<file path="src/sign_magnitude_accumulator_alu_macros.svh">
// Assertion macros for the sign-magnitude accumulator ALU.
`ifndef SIGN_MAGNITUDE_ACCUMULATOR_ALU_MACROS_SVH
`define SIGN_MAGNITUDE_ACCUMULATOR_ALU_MACROS_SVH

// Same-cycle implication, disabled while in reset
`define SMA_ASSERT_IMP(label, clk, rst, ante, cons, msg) \
   label: assert property (@(posedge clk) disable iff (rst) (ante) |-> (cons)) \
      else $error(msg);

// Next-cycle implication, disabled while in reset
`define SMA_ASSERT_NXT(label, clk, rst, ante, cons, msg) \
   label: assert property (@(posedge clk) disable iff (rst) (ante) |=> (cons)) \
      else $error(msg);

`endif

</file>
<file path="src/sma_alu_pkg.sv">
package sma_alu_pkg;

   // Word format: sign bit above MAG_BITS magnitude bits
   localparam int MAG_BITS = 14;
   localparam int WORD_W   = MAG_BITS + 1;
   localparam int PROD_W   = 2 * MAG_BITS;
   localparam int SUM_W    = MAG_BITS + 2;
   localparam int SH_W     = $clog2(MAG_BITS);

   localparam logic [MAG_BITS-1:0] MAG_MASK = '1;

   // Divider: two quotient bits per stage
   localparam int DIV_STAGES = (MAG_BITS + 1) / 2;
   localparam int QW         = 2 * DIV_STAGES;

   // Edges from the accepting edge to the result register
   localparam int PIPE_LAT = DIV_STAGES + 2;

   // Opcodes
   localparam logic [2:0] OP_ADD   = 3'd0;
   localparam logic [2:0] OP_SUB   = 3'd1;
   localparam logic [2:0] OP_DIV   = 3'd2;
   localparam logic [2:0] OP_MUL   = 3'd3;
   localparam logic [2:0] OP_SUBC  = 3'd4;
   localparam logic [2:0] OP_LOGLC = 3'd5;

   // Status codes
   localparam logic [1:0] STATUS_OK  = 2'd0;
   localparam logic [1:0] STATUS_OVF = 2'd1;
   localparam logic [1:0] STATUS_DZ  = 2'd2;
   localparam logic [1:0] STATUS_INV = 2'd3;

   // Per-request control and result carried down the pipe
   typedef struct packed {
      logic              sgn;
      logic [PROD_W-1:0] mag;
      logic              is_div;
      logic              is_subc;
      logic [WORD_W-1:0] mem_word;
      logic [1:0]        fault;
   } lane_type;

   // Restoring divider state
   typedef struct packed {
      logic [MAG_BITS-1:0] rem;
      logic [QW-1:0]       num;
      logic [QW-1:0]       quo;
      logic [MAG_BITS-1:0] den;
   } div_type;

   // Sign-magnitude to two's complement
   function automatic logic signed [SUM_W-1:0] sm_to_int(input logic [WORD_W-1:0] w);
      logic signed [SUM_W-1:0] ext;
      ext = $signed(SUM_W'(w[MAG_BITS-1:0]));
      return w[MAG_BITS] ? -ext : ext;
   endfunction

   // One restoring division step: one quotient bit
   function automatic div_type div_step(input div_type d);
      div_type            r;
      logic [MAG_BITS:0]  trial;
      r     = d;
      trial = {d.rem, d.num[QW-1]};
      r.num = {d.num[QW-2:0], 1'b0};
      if (trial >= {1'b0, d.den}) begin
         r.rem = MAG_BITS'(trial - {1'b0, d.den});
         r.quo = {d.quo[QW-2:0], 1'b1};
      end else begin
         r.rem = trial[MAG_BITS-1:0];
         r.quo = {d.quo[QW-2:0], 1'b0};
      end
      return r;
   endfunction

endpackage

</file>
<file path="src/sign_magnitude_accumulator_alu.sv">
// Sign-magnitude ALU for a 15-bit accumulator machine.
// Request channel: start with req_opcode, req_acc_word, req_mem_word and
// req_indirect_word; a request is taken at each clock edge where start is
// high and busy is low. busy is held low, so a request may enter every cycle.
// Response channel: rsp_valid marks rsp_new_acc, rsp_acc_write and rsp_status
// for one cycle; the receiver cannot hold responses off and none is needed.
// A request passes the input register, the operand stage, 7 divider stages
// and the output stage before the response register loads, and rsp_valid is
// high in the cycle that follows. Throughput is one request per cycle; the
// 7-stage restoring divider, two quotient bits per stage, sets the
// depth. All operations travel the same pipe, so responses leave in request
// order. Multiply uses one 14x14 multiplier in the operand stage.
// Status: 0 ok, 1 overflow, 2 divide by zero, 3 invalid opcode.
// Reset (synchronous, active high) clears every valid bit; requests in flight
// are dropped and no response appears until new requests arrive.
`include "sign_magnitude_accumulator_alu_macros.svh"

module sign_magnitude_accumulator_alu
   import sma_alu_pkg::*;
(
   input  logic              clock,
   input  logic              reset,
   input  logic              start,
   output logic              busy,
   input  logic [2:0]        req_opcode,
   input  logic [WORD_W-1:0] req_acc_word,
   input  logic [WORD_W-1:0] req_mem_word,
   input  logic [WORD_W-1:0] req_indirect_word,
   output logic              rsp_valid,
   output logic [WORD_W-1:0] rsp_new_acc,
   output logic              rsp_acc_write,
   output logic [1:0]        rsp_status
);

   // Input register
   logic              s0_valid_ff, s0_valid_in;
   logic [2:0]        s0_opcode_ff;
   logic [WORD_W-1:0] s0_acc_ff, s0_mem_ff, s0_ind_ff;

   // Pipe registers: index 0 is the operand stage, then one per divider stage
   logic     valid_ff [DIV_STAGES+1];
   logic     valid_in [DIV_STAGES+1];
   lane_type lane_ff  [DIV_STAGES+1];
   lane_type lane_in  [DIV_STAGES+1];
   div_type  div_ff   [DIV_STAGES+1];
   div_type  div_in   [DIV_STAGES+1];

   // Output register
   logic              rsp_valid_ff, rsp_valid_in;
   logic [WORD_W-1:0] rsp_new_acc_ff, rsp_new_acc_in;
   logic              rsp_acc_write_ff, rsp_acc_write_in;
   logic [1:0]        rsp_status_ff, rsp_status_in;

   // Operand stage signals
   logic                    a_sgn, m_sgn;
   logic [MAG_BITS-1:0]     a_mag, m_mag, shifted;
   logic                    shift_ok;
   logic signed [SUM_W-1:0] add_x, add_y, sum;
   logic [SUM_W-2:0]        sum_mag;
   logic [PROD_W-1:0]       prod;

   // Output stage signals
   lane_type          fin_lane;
   logic [PROD_W-1:0] fin_mag;
   logic              fin_over;

   assign busy        = 1'b0;
   assign s0_valid_in = start && !busy;

   // Input register
   always_ff @(posedge clock) begin
      if (reset) begin
         s0_valid_ff <= 1'b0;
      end else begin
         s0_valid_ff <= s0_valid_in;
      end
   end

   always_ff @(posedge clock) begin
      s0_opcode_ff <= req_opcode;
      s0_acc_ff    <= req_acc_word;
      s0_mem_ff    <= req_mem_word;
      s0_ind_ff    <= req_indirect_word;
   end

   // Operand stage: add/sub/subc, multiply, shift, divider set-up
   always_comb begin
      a_sgn = s0_acc_ff[MAG_BITS];
      a_mag = s0_acc_ff[MAG_BITS-1:0];
      m_sgn = s0_mem_ff[MAG_BITS];
      m_mag = s0_mem_ff[MAG_BITS-1:0];

      // subc works on memory word minus indirect word
      add_x   = (s0_opcode_ff == OP_SUBC) ? sm_to_int(s0_mem_ff) : sm_to_int(s0_acc_ff);
      add_y   = (s0_opcode_ff == OP_SUBC) ? sm_to_int(s0_ind_ff) : sm_to_int(s0_mem_ff);
      sum     = (s0_opcode_ff == OP_ADD) ? add_x + add_y : add_x - add_y;
      sum_mag = sum[SUM_W-1] ? (SUM_W-1)'(-sum) : sum[SUM_W-2:0];

      prod = PROD_W'(a_mag) * PROD_W'(m_mag);

      // negative zero counts as a shift of zero
      shift_ok = (!a_sgn || (a_mag == '0)) && (a_mag < MAG_BITS'(MAG_BITS));
      shifted  = shift_ok ? (m_mag << a_mag[SH_W-1:0]) : '0;

      lane_in[0]          = '0;
      lane_in[0].mem_word = s0_mem_ff;
      lane_in[0].fault    = STATUS_OK;
      unique case (s0_opcode_ff)
         OP_ADD, OP_SUB, OP_SUBC: begin
            lane_in[0].sgn     = sum[SUM_W-1];
            lane_in[0].mag     = PROD_W'(sum_mag);
            lane_in[0].is_subc = (s0_opcode_ff == OP_SUBC);
         end
         OP_DIV: begin
            lane_in[0].sgn    = a_sgn ^ m_sgn;
            lane_in[0].is_div = 1'b1;
            lane_in[0].fault  = (m_mag == '0) ? STATUS_DZ : STATUS_OK;
         end
         OP_MUL: begin
            lane_in[0].sgn = a_sgn ^ m_sgn;
            lane_in[0].mag = prod;
         end
         OP_LOGLC: begin
            lane_in[0].sgn = m_sgn;
            lane_in[0].mag = PROD_W'(shifted);
         end
         default: begin
            lane_in[0].fault = STATUS_INV;
         end
      endcase

      div_in[0].rem = '0;
      div_in[0].num = QW'(a_mag);
      div_in[0].quo = '0;
      div_in[0].den = m_mag;
      valid_in[0]   = s0_valid_ff;
   end

   // Divider stages: two quotient bits each, other lanes ride along
   for (genvar k = 0; k < DIV_STAGES; k++) begin : g_div
      assign div_in[k+1]   = div_step(div_step(div_ff[k]));
      assign lane_in[k+1]  = lane_ff[k];
      assign valid_in[k+1] = valid_ff[k];
   end

   for (genvar k = 0; k <= DIV_STAGES; k++) begin : g_pipe
      always_ff @(posedge clock) begin
         if (reset) begin
            valid_ff[k] <= 1'b0;
         end else begin
            valid_ff[k] <= valid_in[k];
         end
      end

      always_ff @(posedge clock) begin
         lane_ff[k] <= lane_in[k];
         div_ff[k]  <= div_in[k];
      end
   end

   // Output stage: range check and encode, +0 for zero results
   always_comb begin
      fin_lane     = lane_ff[DIV_STAGES];
      fin_mag      = fin_lane.is_div ? PROD_W'(div_ff[DIV_STAGES].quo) : fin_lane.mag;
      fin_over     = fin_mag > PROD_W'(MAG_MASK);
      rsp_valid_in = valid_ff[DIV_STAGES];
      priority if (fin_lane.fault != STATUS_OK) begin
         rsp_new_acc_in   = '0;
         rsp_acc_write_in = 1'b0;
         rsp_status_in    = fin_lane.fault;
      end else if (fin_over) begin
         // subc has already loaded the memory word
         rsp_new_acc_in   = fin_lane.is_subc ? fin_lane.mem_word : '0;
         rsp_acc_write_in = fin_lane.is_subc;
         rsp_status_in    = STATUS_OVF;
      end else begin
         rsp_new_acc_in   = {fin_lane.sgn && (fin_mag[MAG_BITS-1:0] != '0),
                             fin_mag[MAG_BITS-1:0]};
         rsp_acc_write_in = 1'b1;
         rsp_status_in    = STATUS_OK;
      end
   end

   always_ff @(posedge clock) begin
      if (reset) begin
         rsp_valid_ff <= 1'b0;
      end else begin
         rsp_valid_ff <= rsp_valid_in;
      end
   end

   always_ff @(posedge clock) begin
      rsp_new_acc_ff   <= rsp_new_acc_in;
      rsp_acc_write_ff <= rsp_acc_write_in;
      rsp_status_ff    <= rsp_status_in;
   end

   assign rsp_valid     = rsp_valid_ff;
   assign rsp_new_acc   = rsp_new_acc_ff;
   assign rsp_acc_write = rsp_acc_write_ff;
   assign rsp_status    = rsp_status_ff;

   // Checks: a response is seen after the response register loads
   `SMA_ASSERT_IMP(a_rsp_follows_req, clock, reset, rsp_valid,
      $past(start && !busy && !reset, PIPE_LAT + 1), "response without a matching request")
   `SMA_ASSERT_IMP(a_fault_no_write, clock, reset,
      rsp_valid && (rsp_status == STATUS_DZ || rsp_status == STATUS_INV),
      !rsp_acc_write && (rsp_new_acc == '0), "fault wrote the accumulator")
   `SMA_ASSERT_IMP(a_no_neg_zero, clock, reset,
      rsp_valid && rsp_acc_write && (rsp_status == STATUS_OK),
      !(rsp_new_acc[MAG_BITS] && (rsp_new_acc[MAG_BITS-1:0] == '0)), "negative zero result")
   `SMA_ASSERT_IMP(a_div_rem_range, clock, reset,
      valid_ff[DIV_STAGES] && lane_ff[DIV_STAGES].is_div &&
      (lane_ff[DIV_STAGES].fault == STATUS_OK),
      div_ff[DIV_STAGES].rem < div_ff[DIV_STAGES].den, "divider remainder not below divisor")

endmodule

</file>
<file path="config.mk">
export PLATFORM = sky130hd
export DESIGN_NAME = sign_magnitude_accumulator_alu
export DESIGN_NICKNAME = d
export VERILOG_FILES = /design/src/sma_alu_pkg.sv /design/src/sign_magnitude_accumulator_alu.sv
export VERILOG_INCLUDE_DIRS = /design/src /design/src/src
export SDC_FILE = /design/constraint.sdc
export NUM_CORES = 2
export LEC_CHECK = 0
export BUFFER_PORTS_ARGS = -buffer_cell sky130_fd_sc_hd__buf_2
export CORE_MARGIN = 5
export CORE_UTILIZATION = 33
export DETAILED_ROUTE_END_ITERATION = 8
export MAX_ROUTING_LAYER = met4
export SLEW_MARGIN = 5
export SYNTH_ARGS = -nofsm -noshare
export SYNTH_HDL_FRONTEND = slang
export SYNTH_SLANG_ARGS = --single-unit
</file>
<file path="constraint.sdc">
create_clock -name clock -period 7.9 [get_ports clock]
set_input_delay 1.58 -clock clock [delete_from_list [all_inputs] [get_ports clock]]
set_output_delay 1.58 -clock clock [all_outputs]
set_load 0.01 [all_outputs]
</file>
==> results.json <==
{
  "synthTopCellsByCount": "656 x dfxtp_1, 372 x inv_1, 296 x ha_1",
  "dieArea_um2": 107000,
  "dp_hpwl_um": 59600,
  "first_iter_violations": 1372,
  "cp_cell_sequence": "and2_1, fa_1, inv_1, fa_1, inv_1, fa_1, ha_1, fa_1, inv_1, fa_1, inv_1, ha_1, a211o_1, o21a_1, o2111ai_1, nand3_1, a41o_1, o41ai_1, o21ai_0, xnor2_1, nor2_1",
  "power.density_nw_per_um2": 352,
  "synth_area_leader_cell": "dfxtp_1",
  "avgSynthCellArea_um2": 9.82,
  "power_leakage_uw": 0.0172,
  "port_buffers": 69,
  "hp-class": "reg2reg",
  "cp_max_fo": 20,
  "cts_root_buf": "clkbuf_16",
  "end_kind": "flip-flop",
  "cp.arrival_ns": 7.22,
  "post_cts_resized": 0,
  "gp_routability_congestion": 0.892,
  "syn_area_um2": 33200,
  "worstSetupPathType": "reg2reg",
  "ant_nets": 0,
  "synth.most_common_cell": "dfxtp_1",
  "cts.sinks": 656,
  "grt_max_degree": 33,
  "setup_viol": 0,
  "crit_top_cell": "fa_1",
  "cts_made_buffers": 71,
  "die_h_um": 327,
  "nets": 3949,
  "initial_core_util_pct": 33.2,
  "cts_setup_buffers": 0,
  "min_from": "div_ff[0][88]",
  "grt_pass1_wl_um": 122000,
  "routed_wl_um": 76500,
  "io_pins": 71,
  "relSlewSlack_pct": 27.2,
  "crit_path_max_incr_delay_ns": 0.99,
  "timing.fmax_ghz": 0.149,
  "cpLargestDelayFamily": "adder cells",
  "die_x_um": 327,
  "synth.distinct_cells": 84,
  "synthArstFlopShare_pct": 0,
  "crit_start": "s0_acc_ff[4]",
  "ir_worst_vdd_mv": 0.293,
  "crit_required_ns": 8.39,
  "cp_slowest_cell": "dfxtp_1",
  "layout.cells.non_filler": 4803,
  "num-fill-cells": 9874,
  "synth_top_area_share_pct": 39.6,
  "path_buf_inv": 4,
  "min_period_ns": 6.73,
  "synth_area_leaders": "dfxtp_1 40%, ha_1 11%, fa_1 9.3%, inv_1 4.2%, xnor2_1 3.6%",
  "timing.rr.start": "s0_acc_ff[4]",
  "grt_pass1_vias": 22900,
  "syn2layout_area_growth_pct": 12.9,
  "drc": 0,
  "viasPerCell": 4.80,
  "yosysWarnings": 0,
  "tritoncts": "done",
  "ys.flop_type": "dfxtp_1",
  "period_share_pct": 85.2,
  "vias": 23100,
  "ys_seq_elements": 656,
  "drive_gt1_share_pct": 9.93,
  "cp-start-kind": "flip-flop",
  "clock_path_buffers": 3,
  "cap_violations": 0,
  "synth_edf_count": 0,
  "tightest_slew_ns": 1.09,
  "ys_seq_area_share_pct": 39.6,
  "hold_viol": 0,
  "htree_levels": 3,
  "status": "complete, no violations",
  "dp_cells": 4673,
  "synth_nets": 3880,
  "firstDrtPassIters": 5,
  "fin_worst_skew_ns": 0.0284,
  "wl_per_cell_um": 15.9,
  "worstSkewPairLatency_ns": 0.63,
  "fp-row-count": 116,
  "grt_usage_pct": 14.6,
  "clkTransAtPathRegs_ns": 0.06,
  "antenna_found_initial": 2,
  "coreArea_um2": 100000,
  "finalSetupTns_ns": 0,
  "slew_violations": 0,
  "grt.overflow.total": 0,
  "syn_inst": 3379,
  "rsz0062_at_grt": "false",
  "cts_hold_buf": 0
}
-- worst register-to-register path: cells and delay by family (launching register included) --
family                   cells  cell delay [ns]
AO/OA/AOI/OAI                6             1.70
flip-flops                   1             0.99
buffers and inverters        4             0.27
adder cells (fa/ha/maj)      7             2.94
AND/OR/NAND/NOR              3             0.50
XOR/XNOR                     1             0.18
-- layer usage --
metal | track usage [%] | up-vias | share of wire, %
met4 | 3.89 | 0 | 2.4
met2 | 23.2 | 455 | 46
met5 | - | - | 0
met1 | 19.2 | 10900 | 47
li1 | - | 11600 | -
met3 | 2.64 | 126 | 4.4
-- stage by stage --
stage                     instance area [um^2]  hold WS [ns]  total power (uW)  utilization, %  setup slack, ns
after floorplan                          33200         0.310              8370               -             1.67
after global placement                   35000         0.310              9750            35.0             1.29
after detailed placement                 35000         0.312              9780            35.0             1.23
after CTS                                37500         0.316             13300            37.5             1.18
after global routing                     37500         0.318             14200            37.5            0.770
final                                    37500         0.312             13200            37.5             1.17
-- final timing paths --
| path | endpoint | slack (ns) | cells after the start |
|---|---|---|---|
| max | lane_ff[0][46] | 1.17 | 21 |
| min | div_ff[0][146] | 0.31 | 0 |
| max reg2reg | lane_ff[0][46] | 1.17 | 21 |
| min reg2reg | div_ff[0][146] | 0.31 | 0 |
-- registers in the layout (all words and copies together) (netlist names) --
signal and count:
s0_valid_ff 1, lane_ff 384, rsp_acc_write 1, rsp_status 2, valid_ff 8, s0_acc_ff 15
s0_mem_ff 15, rsp_valid 1, s0_ind_ff 15, rsp_new_acc 15, s0_opcode_ff 3, div_ff 196
-- kinds of logic after synthesis --
group,synth area share [%]
and+or+nand+nor,12.2
muxes,4.91
other,0.0113
adders and majority gates,20.5
AOI/OAI and AO/OA,12.1
buffers and inverters,5.50
DFF,39.6
xor gates and xnor gates,5.27
-- report_power, final --
part           internal [uW]  switching (uW)  total, uW
combinational           2450            3160       5610
clock                   2040            1410       3450
sequential              3890             242       4130
-- layout by cell type, fill, tap and decap left out, types with 29 or more instances in the layout --
cell / instances
fa_1: 154
nand4_1: 41
nor3_1: 45
nand2_1: 233
a211oi_1: 36
xor2_1: 62
and2_1: 86
a21o_1: 63
dfxtp_1: 656
nor2b_1: 46
nand3_1: 48
a21oi_1: 155
buf_4: 30
mux2_2: 101
buf_2: 69
ha_1: 296
xnor2_1: 135
inv_1: 372
o21ai_0: 166
nor4_1: 29
nor2_1: 181
clkbuf_16: 72
mux2i_1: 47
-- area by class of cell --
type                       count  area (um^2)  share of cell area, %
clock inverter                37          546                   1.46
clock buffer                  92         1970                   5.25
timing repair buffer          99          571                   1.52
sequential                   656        13100                   35.1
multi-input combinational   2248        18200                   48.7
inverter                     372         1400                   3.73
antenna                        1         2.50                0.00668
tap                         1298         1620                   4.33
Power figures use the tool's default switching activity.
